--- config.mk ---
export PLATFORM = sky130hd
export DESIGN_NAME = encoder_delta_normalizer
export DESIGN_NICKNAME = d
export VERILOG_FILES = /design/src/sv/edn_pkg.sv /design/src/sv/encoder_delta_normalizer.sv /design/src/sv/edn_cfg.sv /design/src/sv/edn_scale.sv
export SDC_FILE = /design/constraint.sdc
export NUM_CORES = 2
export LEC_CHECK = 0
export ABC_AREA = 0
export ABC_CLOCK_PERIOD_IN_PS = 8600
export BUFFER_PORTS_ARGS = -buffer_cell sky130_fd_sc_hd__clkbuf_2
export CELL_PAD_IN_SITES_DETAIL_PLACEMENT = 1
export CELL_PAD_IN_SITES_GLOBAL_PLACEMENT = 1
export CORE_AREA = 2 2 430 219
export CTS_CLUSTER_DIAMETER = 30
export DETAILED_ROUTE_END_ITERATION = 12
export DIE_AREA = 0 0 432 221
export GPL_ROUTABILITY_DRIVEN = 0
export MAX_ROUTING_LAYER = met4
export PLACE_DENSITY = 0.82
export SLEW_MARGIN = 20
export SYNTH_ARGS = -nofsm -noshare
export SYNTH_HDL_FRONTEND = slang
export SYNTH_HIERARCHICAL = 1
export SYNTH_SLANG_ARGS = --single-unit
--- constraint.sdc ---
create_clock -name clk_i -period 8.6 [get_ports clk_i]
set_input_delay 0.43 -clock clk_i [delete_from_list [all_inputs] [get_ports clk_i]]
set_output_delay 0.43 -clock clk_i [all_outputs]
set_load 0.03 [all_outputs]
--- src/sv/edn_pkg.sv ---
// Shared types, widths and register codes for the encoder delta normalizer.
package edn_pkg;

  localparam int unsigned ScaleW   = 13;
  localparam int unsigned IntvW    = 8;
  localparam int unsigned TimeW    = 32;
  localparam int unsigned CountW   = 32;
  localparam int unsigned DeltaW   = 8;
  localparam int unsigned FracBits = 8;
  localparam int unsigned AddrW    = 4;
  localparam int unsigned DataW    = 32;

  localparam logic signed [CountW-1:0] EdgeLow  = 32'sd1;
  localparam logic signed [CountW-1:0] EdgeHigh = 32'sd126;

  localparam logic [ScaleW-1:0] ScaleRst   = 13'd256;
  localparam logic [IntvW-1:0]  MinIntvRst = 8'd1;
  localparam logic [IntvW-1:0]  EdgeIntvRst = 8'd4;

  localparam logic [1:0] RegScale    = 2'd0;
  localparam logic [1:0] RegMinIntv  = 2'd1;
  localparam logic [1:0] RegEdgeIntv = 2'd2;

  typedef struct packed {
    logic [ScaleW-1:0] scale;
    logic [IntvW-1:0]  min_intv;
    logic [IntvW-1:0]  edge_intv;
  } edn_cfg_t;

  typedef struct packed {
    logic              cmd;
    logic              chg;
    logic [CountW-1:0] delta;
    logic [CountW-1:0] pos;
  } edn_stage_t;

endpackage

--- src/sv/encoder_delta_normalizer.sv ---
// Top level of the encoder delta normalizer: rate filter, position tracking, scaling.
// Usage:
//   Input words (command_i, time_ms_i, encoder_count_i) arrive on a valid/ready
//   channel; each word yields exactly one output word (scaled_delta_o,
//   physical_position_o, absolute_position_o) on a second valid/ready channel.
//   Configuration goes through an APB port: scale factor at 0x0, minimum
//   interval at 0x4, edge interval at 0x8; pready is always high.
//   Stage one registers the filter decision and updates count, position and
//   timers; stage two forms the two scale products and holds the output word.
//   An accepted word is registered in stage one and then in stage two, which
//   holds the output word; one word is accepted per cycle while the receiver
//   does not stall, as the filter and position update in stage one are combinational.
//   Reset clears positions, timers and the last count, loads the register
//   defaults and empties both stages.
//   When the receiver stalls, the output word holds, stage one fills, and then
//   in_ready_o drops until the output word is taken.
module encoder_delta_normalizer
  import edn_pkg::*;
(
  input  logic                     clk_i,
  input  logic                     rst_ni,
  input  logic                     psel,
  input  logic                     penable,
  input  logic                     pwrite,
  input  logic [AddrW-1:0]         paddr,
  input  logic [DataW-1:0]         pwdata,
  output logic [DataW-1:0]         prdata,
  output logic                     pready,
  input  logic                     in_valid_i,
  output logic                     in_ready_o,
  input  logic                     command_i,
  input  logic [TimeW-1:0]         time_ms_i,
  input  logic signed [CountW-1:0] encoder_count_i,
  output logic                     out_valid_o,
  input  logic                     out_ready_i,
  output logic signed [DeltaW-1:0] scaled_delta_o,
  output logic signed [CountW-1:0] physical_position_o,
  output logic signed [CountW-1:0] absolute_position_o
);

  edn_cfg_t cfg;

  edn_cfg u_cfg (
    .clk_i   (clk_i),
    .rst_ni  (rst_ni),
    .psel    (psel),
    .penable (penable),
    .pwrite  (pwrite),
    .paddr   (paddr),
    .pwdata  (pwdata),
    .prdata  (prdata),
    .pready  (pready),
    .cfg_o   (cfg)
  );

  logic [CountW-1:0] last_count_q;
  logic [CountW-1:0] pos_q;
  logic [TimeW-1:0]  last_time_q;
  logic [TimeW-1:0]  edge_time_q;

  logic              s1_valid_q;
  edn_stage_t        s1_q;
  edn_stage_t        s1_d;
  logic              s2_ready;
  logic              in_fire;
  logic              s1_fire;

  logic              out_valid_q;
  logic [DeltaW-1:0] delta_q;
  logic [CountW-1:0] phys_q;
  logic [CountW-1:0] abs_q;

  logic [TimeW-1:0]  dt_last;
  logic [TimeW-1:0]  dt_edge;
  logic [CountW-1:0] delta;
  logic [CountW-1:0] pos_new;
  logic              too_soon;
  logic              at_edge;
  logic              edge_soon;
  logic              chg;

  logic [DeltaW-1:0] norm;
  logic [CountW-1:0] abs_next;

  assign s2_ready   = !out_valid_q || out_ready_i;
  assign in_ready_o = !s1_valid_q || s2_ready;
  assign in_fire    = in_valid_i && in_ready_o;
  assign s1_fire    = s1_valid_q && s2_ready;

  assign dt_last  = time_ms_i - last_time_q;
  assign dt_edge  = time_ms_i - edge_time_q;
  assign delta    = encoder_count_i - last_count_q;
  assign pos_new  = pos_q + delta;
  assign too_soon = dt_last < {{(TimeW-IntvW){1'b0}}, cfg.min_intv};
  assign at_edge  = ($signed(pos_q) <= EdgeLow && delta[CountW-1])
                 || ($signed(pos_q) >= EdgeHigh && !delta[CountW-1] && delta != '0);
  assign edge_soon = at_edge && (dt_edge < {{(TimeW-IntvW){1'b0}}, cfg.edge_intv});
  assign chg      = !command_i && !too_soon && (delta != '0) && !edge_soon;

  always_comb begin
    s1_d.cmd   = command_i;
    s1_d.chg   = chg;
    s1_d.delta = delta;
    if (command_i) begin
      s1_d.pos = '0;
    end else if (chg) begin
      s1_d.pos = pos_new;
    end else begin
      s1_d.pos = pos_q;
    end
  end

  always_ff @(posedge clk_i or negedge rst_ni) begin
    if (!rst_ni) begin
      last_count_q <= '0;
      pos_q        <= '0;
      last_time_q  <= '0;
      edge_time_q  <= '0;
    end else if (in_fire) begin
      pos_q <= s1_d.pos;
      if (chg) begin
        last_count_q <= encoder_count_i;
        last_time_q  <= time_ms_i;
        if (at_edge) begin
          edge_time_q <= time_ms_i;
        end
      end
    end
  end

  always_ff @(posedge clk_i or negedge rst_ni) begin
    if (!rst_ni) begin
      s1_valid_q <= 1'b0;
    end else if (in_ready_o) begin
      s1_valid_q <= in_valid_i;
    end
  end

  always_ff @(posedge clk_i) begin
    if (in_fire) begin
      s1_q <= s1_d;
    end
  end

  edn_scale u_scale (
    .delta_i (s1_q.delta),
    .pos_i   (s1_q.pos),
    .scale_i (cfg.scale),
    .norm_o  (norm),
    .abs_o   (abs_next)
  );

  always_ff @(posedge clk_i or negedge rst_ni) begin
    if (!rst_ni) begin
      out_valid_q <= 1'b0;
      abs_q       <= '0;
    end else begin
      if (s2_ready) begin
        out_valid_q <= s1_valid_q;
      end
      if (s1_fire) begin
        if (s1_q.cmd) begin
          abs_q <= '0;
        end else if (s1_q.chg) begin
          abs_q <= abs_next;
        end
      end
    end
  end

  always_ff @(posedge clk_i) begin
    if (s1_fire) begin
      delta_q <= s1_q.chg ? norm : '0;
      phys_q  <= s1_q.pos;
    end
  end

  assign out_valid_o         = out_valid_q;
  assign scaled_delta_o      = $signed(delta_q);
  assign physical_position_o = $signed(phys_q);
  assign absolute_position_o = $signed(abs_q);

  a_cmd_clears: assert property (@(posedge clk_i) disable iff (!rst_ni)
    s1_fire && s1_q.cmd |=> out_valid_o && scaled_delta_o == '0
      && physical_position_o == '0 && absolute_position_o == '0)
    else $error("reset command did not clear the output word");

  a_stage_hold: assert property (@(posedge clk_i) disable iff (!rst_ni)
    s1_valid_q && !s2_ready |=> s1_valid_q && $stable(s1_q))
    else $error("stage one word lost under stall");

  a_no_move_keeps: assert property (@(posedge clk_i) disable iff (!rst_ni)
    in_fire && !chg |=> $stable(last_count_q) && $stable(last_time_q)
      && $stable(edge_time_q))
    else $error("filtered word changed tracking state");

  a_idle_zero: assert property (@(posedge clk_i) disable iff (!rst_ni)
    s1_fire && !s1_q.chg |=> scaled_delta_o == '0)
    else $error("filtered word produced a nonzero delta");

endmodule

--- src/sv/edn_cfg.sv ---
// APB configuration registers of the encoder delta normalizer.
module edn_cfg
  import edn_pkg::*;
(
  input  logic             clk_i,
  input  logic             rst_ni,
  input  logic             psel,
  input  logic             penable,
  input  logic             pwrite,
  input  logic [AddrW-1:0] paddr,
  input  logic [DataW-1:0] pwdata,
  output logic [DataW-1:0] prdata,
  output logic             pready,
  output edn_cfg_t         cfg_o
);

  edn_cfg_t cfg_q;
  logic     wr_en;

  assign pready = 1'b1;
  assign wr_en  = psel && penable && pwrite;
  assign cfg_o  = cfg_q;

  always_ff @(posedge clk_i or negedge rst_ni) begin
    if (!rst_ni) begin
      cfg_q.scale     <= ScaleRst;
      cfg_q.min_intv  <= MinIntvRst;
      cfg_q.edge_intv <= EdgeIntvRst;
    end else if (wr_en) begin
      case (paddr[3:2])
        RegScale:    cfg_q.scale     <= pwdata[ScaleW-1:0];
        RegMinIntv:  cfg_q.min_intv  <= pwdata[IntvW-1:0];
        RegEdgeIntv: cfg_q.edge_intv <= pwdata[IntvW-1:0];
        default: ;
      endcase
    end
  end

  always_comb begin
    case (paddr[3:2])
      RegScale:    prdata = {{(DataW-ScaleW){1'b0}}, cfg_q.scale};
      RegMinIntv:  prdata = {{(DataW-IntvW){1'b0}}, cfg_q.min_intv};
      RegEdgeIntv: prdata = {{(DataW-IntvW){1'b0}}, cfg_q.edge_intv};
      default:     prdata = '0;
    endcase
  end

endmodule

--- src/sv/edn_scale.sv ---
// Delta scaling with saturation and a magnitude of at least one, and absolute position scaling.
module edn_scale
  import edn_pkg::*;
(
  input  logic [CountW-1:0] delta_i,
  input  logic [CountW-1:0] pos_i,
  input  logic [ScaleW-1:0] scale_i,
  output logic [DeltaW-1:0] norm_o,
  output logic [CountW-1:0] abs_o
);

  localparam int unsigned ProdW = CountW + ScaleW + 1;

  logic signed [ProdW-1:0]  prod;
  logic signed [ProdW-1:0]  shifted;
  logic [CountW-1:0]        plow;

  assign prod    = $signed(delta_i) * $signed({1'b0, scale_i});
  assign shifted = prod >>> FracBits;

  always_comb begin
    if (shifted == '0) begin
      norm_o = delta_i[CountW-1] ? '1 : DeltaW'(1);
    end else if (shifted > ProdW'(127)) begin
      norm_o = 8'sd127;
    end else if (shifted < -ProdW'(128)) begin
      norm_o = 8'h80;
    end else begin
      norm_o = shifted[DeltaW-1:0];
    end
  end

  assign plow  = pos_i * {{(CountW-ScaleW){1'b0}}, scale_i};
  assign abs_o = CountW'($signed(plow) >>> FracBits);

endmodule

# Word-level counts from Yosys, hierarchy flattened
# Cells that the tools add are included.
word_totals:
  regBits: 297
  in_bits: 108
op_classes:
  magnitude_cmp: 6
  muxes: 9
  reduce_logical: 30
  eq_ne: 2
  add_sub_neg: 4
  n_mul: 2
op_table:
  columns: ["cell", "count"]
  rows:
  - ["two-way mux 32 bit", 4]
  - ["subtractor 32 bit", 3]
  - ["< comparator 32 x 8 -> 1 bit", 2]
  - ["logical NOT 46 bit", 1]
  - ["multiplier 32 x 14 -> 46 bit", 1]
  - ["case mux 13 bit (3 select lines)", 1]
  - ["> comparator 38 x 8 -> 1 bit (second input constant)", 1]
  - ["< comparator 38 x 8 -> 1 bit (second input constant)", 1]
  - ["adder 32 bit", 1]
  - ["greater-or-equal comparator 32 x 8 -> 1 bit (second input constant)", 1]
  - ["less-or-equal comparator 32 x 2 -> 1 bit (second input constant)", 1]
  - ["multiplier 32 x 13 -> 32 bit", 1]
  - ["two-way mux 8 bit", 4]
  - ["nonzero test 32 bit", 1]
  - ["logical AND 1 bit", 11]
  - ["AND reduction 2 bit", 5]
  - ["logical NOT 1 bit", 6]
  - ["logical OR 1 bit", 3]
  - ["AND reduction 3 bit", 1]
  - ["equality test 2 x 1 -> 1 bit (second input constant)", 1]
  - ["equality test 2 bit (second input constant)", 1]
  - ["logical NOT 2 bit", 1]
  - ["nonzero test 2 bit", 1]

# Depth between registers and ports, before layout
logic_depth:
  word_depth: 10
  mapped_depth: 29
  ltp_nobuf: 26

# Cells and area by module
# Netlist, hierarchy kept.
modules_own_cells:
  columns: ["mod", "cells_each", "area_each_um2", "seq_area_each_um2", "instances"]
  rows:
  - ["edn_scale", 2911, 24911.4, 0.0, 1]
  - ["encoder_delta_normalizer", 2050, 19123.3, 7236.9, 1]
  - ["edn_cfg", 119, 1490.2, 729.4, 1]

# Least setup slack after synthesis
# OpenSTA, ideal clock, no wires.
synth_path:
  kind: "reg-to-reg"
  from: "register u_cfg.cfg_q (netlist bit u_cfg/cfg_o[19])"
  to: "register delta_q[0] (netlist: scaled_delta_o[0]) (data pin)"
  synth_period_minus_slack_ps: 7631
  path_stages_with_launch: 28
  arrival_ps: 7377
  setup_slack_ps: 969
  n_path_buf: 3
  required_time_ps: 8345
  setup_time_ps: 255
  path_cell_list: "dfrtp_1 clkbuf_1 clkbuf_1 nand2_1 fa_1 inv_1 fa_1 inv_1 fa_1 inv_1 fa_1 fa_1 inv_1 fa_1 inv_1 ha_1 clkbuf_1 and3_1 and2_1 nand3_1 o22ai_1 o31a_2 o211ai_2 nor4_2 nand4b_2 o41ai_4 a21bo_1 and2_1"
synth_between:
  elab_chain_cells: 5
  word_cells_on_any_way: 7
  cone_classes: "mul: 1; order compare: 2; mux: 3; reduce/logical: 1"
synth_rtl:
  columns: ["item", "line", "source"]
  rows:
  - ["start: declaration", "edn_cfg.sv:17", "edn_cfg_t cfg_q;"]
  - ["multiplier 32 x 14 -> 46 bit *", "edn_scale.sv:18", "assign prod = $signed(delta_i) * $signed({1'b0, scale_i});"]
  - ["< comparator 38 x 8 -> 1 bit", "edn_scale.sv:26", "end else if (shifted < -ProdW'(128)) begin"]
  - ["two-way mux 8 bit", "edn_scale.sv:26", null]
  - ["two-way mux 8 bit", "edn_scale.sv:24", "end else if (shifted > ProdW'(127)) begin"]
  - ["two-way mux 8 bit *", "edn_scale.sv:22", "if (shifted == '0) begin"]
  - ["named net norm[0]", "encoder_delta_normalizer.sv:82", "logic [DeltaW-1:0] norm;"]
  - ["end signal: assignment", "encoder_delta_normalizer.sv:173", "delta_q <= s1_q.chg ? norm : '0;"]
  - ["end: declaration", "encoder_delta_normalizer.sv:69", "logic [DeltaW-1:0] delta_q;"]
# The timed path passes the listed nets; every way through them passes the cells marked *.
# A chain may end at the register's enable or synchronous reset.

# Worst setup path in the final report
layout_path:
  from: "register u_cfg.cfg_q (netlist bit u_cfg/cfg_o[20])"
  to: "register delta_q[0] (netlist: scaled_delta_o[0]) (data pin)"
# The elaborated chain is that of the path after synthesis.

==> flow_summary.json <==
{
  "status": "complete, no violations",
  "clock-root-buffer": "clkbuf_16",
  "synth-simple-area-share": 0.1832,
  "syn_area_sq_um": 45520,
  "reg2reg_slack_ps": 300,
  "stdcell_count": 6441,
  "first_global_vias": 41120,
  "port_buffers": 173,
  "cts.clk_slew.worst_paths_ps": 60,
  "max_cap_violations": 0,
  "drv_slew": 0,
  "synth_fa_ha_area_frac": 0.3604,
  "cts_buffers": 68,
  "die_area_sq_um": 95470,
  "syn_to_final_growth_pct": 10.10,
  "r2r-end": "scaled_delta_o[0]$_SDFFCE_PN0P_",
  "synth_flop_cell": "dfrtp_1",
  "synthArstFlopShare": 0.6431,
  "worst_pin_slew_ps": 1055,
  "grt_pass1_wl_mm": 248.6,
  "multi_input_area_sq_um": 33400,
  "drcViolationCount": 0,
  "start_util": 0.4958,
  "synth_mux_area_frac": 0.04109,
  "critical_path.max_stage_delay_ps": 660,
  "dr.first_iter.drc_count": 3919,
  "fp.coreArea_sq_um": 91830,
  "clk_latency_ps": 670,
  "row_count": 79,
  "die_x_um": 432,
  "synth_edf_count": 106,
  "crit_end": "scaled_delta_o[0]$_SDFFCE_PN0P_",
  "antenna_found_initial": 4,
  "clock_skew_ps": 42.95,
  "synth-xor-area-share": 0.02674,
  "cts_buffer_depth": 3,
  "drive_above_1_share": 0.1055,
  "period_needed_ps": 8298,
  "finalCritPeriodShare": 0.9649,
  "regArea_sq_um": 8005,
  "overflow": 0,
  "r2r_start": "u_cfg/cfg_o[20]$_DFFE_PN0P_",
  "detail-route-antenna-nets": 0,
  "nets": 6205,
  "synth_compound_area_frac": 0.1193,
  "cts_tree": "built",
  "crit_required_ps": 8990,
  "reg2regPathDepth": 24,
  "via_count": 38650,
  "worstPathCellList": "and2_1, fa_1, inv_1, fa_1, inv_1, fa_1, fa_1, fa_1, inv_1, fa_1, inv_1, ha_1, nand4_1, o221ai_1, or3_1, o211ai_1, nand3_1, or3b_2, nand3_1, nand2_1, o41ai_4, buf_4, a21bo_1, and2_1",
  "dpl.hpwl_mm": 122.9,
  "cp.arrival_ps": 8680,
  "grt_start_max_net_pins": 82,
  "worst_setup_path_start_kind": "flip-flop",
  "maxSlewHeadroom": 0.2918,
  "critical_path_peak_fanout": 35,
  "io-pin-count": 215,
  "drtPass1Iterations": 5,
  "ys_warn_count": 6,
  "h-tree-depth": 3,
  "cpMostUsedCell": "fa_1",
  "netlist_instances": 5080,
  "fmaxAchievable_mhz": 120.5,
  "die_h_um": 221,
  "nFillCells": 10570,
  "setup_viol": 0,
  "cp_slowest_cell": "dfrtp_4",
  "hold_viol_final": 0,
  "path_class": "reg -> reg",
  "final_util": 0.5458,
  "grt_usage": 0.3464,
  "yosysSeqAreaShare": 0.1750,
  "avgSynthCellArea_sq_um": 8.962,
  "cts.sinks": 297,
  "wl_per_cell_um": 24.81,
  "synth_top_family_by_area": "adder cells",
  "dp_cells": 6294,
  "crit_start": "u_cfg/cfg_o[20]$_DFFE_PN0P_",
  "synth_cell_types": 115,
  "end_kind": "flip-flop",
  "routed_wl_mm": 159.8,
  "hp-class": "in -> reg",
  "synth_seq_cells": 297,
  "viasPerCell": 6.001
}
-- cells in the final DEF, fill, tap and decap left out, types with 40 or more instances in the layout --
cell	instances
inv_1	794
nand2_1	711
fa_1	637
and2_1	347
ha_1	292
a21oi_1	214
nor2_1	178
dfrtp_1	176
clkbuf_2	172
o21ai_0	151
edfxtp_1	106
xnor2_1	99
buf_4	88
clkbuf_16	71
a21o_1	68
nand2b_1	63
nor3_1	61
nand3_1	59
mux2_2	57
nand4_1	53
o21a_1	50
xor2_1	40
-- critical path, delay by kind of cell, from the launching register on --
kind	cells	cell delay, ps
flip-flops	1	660
AO/OA/AOI/OAI	4	1010
buffers and inverters	5	450
AND/OR/NAND/NOR	8	2200
adder cells (fa/ha/maj)	7	3650
-- sequential cells by signal, indices dropped and copies added, names as in the netlist --
signal / count
s1_q: 66
absolute_position_o: 32
edge_time_q: 32
last_count_q: 32
last_time_q: 32
physical_position_o: 32
pos_q: 32
u_cfg/cfg_o: 29
scaled_delta_o: 8
out_valid_o: 1
s1_valid_q: 1
-- through the flow --
| stage | setup slack [ps] | setup TNS, ps | cell area (sq um) | hold slack, ps |
|---|---|---|---|---|
| 5_1_grt | -0.07638 | -0.07638 | 50120 | 10.91 |
| 6_report | 302.1 | 0 | 50120 | 28.18 |
| 3_5_place_dp | 342.2 | 0 | 47380 | 469.1 |
| 2_1_floorplan | 968.5 | 0 | 45590 | 134.4 |
| 4_1_cts | 240.9 | 0 | 49930 | 0.4241 |
| 3_3_place_gp | 469.7 | 0 | 47360 | 461.8 |
-- worst min path at each step --
| stage | startpoint | depth (start not counted) | slack [ps] | end |
|---|---|---|---|---|
| floorplan | rst_ni | 0 | 130 | absolute_position_o[0]$_DFFE_PN0P_ |
| global placement | s1_valid_q$_DFFE_PN0N_ | 1 | 460 | out_valid_o$_DFFE_PN0P_ |
| detailed placement | absolute_position_o[4]$_DFFE_PN0P_ | 2 | 470 | absolute_position_o[4]$_DFFE_PN0P_ |
| CTS | encoder_count_i[24] | 2 | 0.4 | last_count_q[24]$_DFFE_PN0P_ |
| global route | encoder_count_i[24] | 2 | 10 | last_count_q[24]$_DFFE_PN0P_ |
| finish | encoder_count_i[24] | 2 | 30 | last_count_q[24]$_DFFE_PN0P_ |
-- what timing repair did --
item                                    in CTS  in global routing
endpoints found under the hold margin       83                  0
resized for setup                            0                 15
buffers inserted                             0                 10
endpoints found under the setup margin       0                  7
hold buffers                                 8                  0
-- kinds of logic after synthesis --
kind of cell,after synthesis
XOR/XNOR,139
adder cells (fa/ha/maj),929
other,2
buffers and inverters,1072
multiplexers,160
AO/OA/AOI/OAI,809
flip-flops,297
AND/OR/NAND/NOR,1672
-- routing by layer --
metal  global-route usage  vias to the layer above  routed length [um]
met3              0.09226                      263               17090
li1                     -                    16670                   -
met4              0.08346                        0                3744
met2               0.4717                     1861               65600
met1               0.5082                    19850               73380
met5                    -                        -                   0
-- cell usage after synthesis (15+ instances only) --
cell | instances | area, sq um
xnor2_1 | 99 | 867.1
ha_1 | 292 | 3654
mux2_2 | 57 | 641.9
nand3_1 | 59 | 295.3
a21oi_1 | 215 | 1076
a21o_1 | 68 | 510.5
nor2_1 | 178 | 668.1
nand2_1 | 711 | 2669
nor3_1 | 61 | 305.3
o21bai_1 | 31 | 232.7
dfrtp_1 | 188 | 4705
mux2_4 | 30 | 450.4
nor2b_1 | 29 | 181.4
nand2b_1 | 63 | 394.1
nor4_1 | 22 | 137.6
nand4_1 | 53 | 331.6
a211oi_1 | 25 | 187.7
o21a_1 | 50 | 375.4
buf_2 | 17 | 85.08
fa_1 | 637 | 12750
o21ai_0 | 152 | 760.7
and2_1 | 348 | 2177
and3_1 | 28 | 175.2
o211ai_1 | 38 | 285.3
buf_4 | 35 | 262.8
mux2_1 | 38 | 427.9
a22o_1 | 15 | 131.4
edfxtp_1 | 106 | 3183
xor2_1 | 40 | 350.3
inv_1 | 795 | 2984
a31oi_1 | 27 | 168.9
a21boi_0 | 15 | 112.6
mux2i_1 | 35 | 350.3
clkbuf_1 | 211 | 792.0
or3_1 | 32 | 200.2
-- area by class of cell --
| type | instances | share of cell area |
|---|---|---|
| inverter | 797 | 0.05971 |
| timing repair buffer | 275 | 0.03447 |
| clock inverter | 44 | 0.01243 |
| sequential | 297 | 0.1597 |
| tap | 1215 | 0.03033 |
| antenna | 2 | 0.00009985 |
| multi-input combinational | 3729 | 0.6664 |
| clock buffer | 82 | 0.03682 |
Power is left out: the tool's default activity adds up to more than one toggle a clock period on the data nets, which glitch-free logic cannot reach.
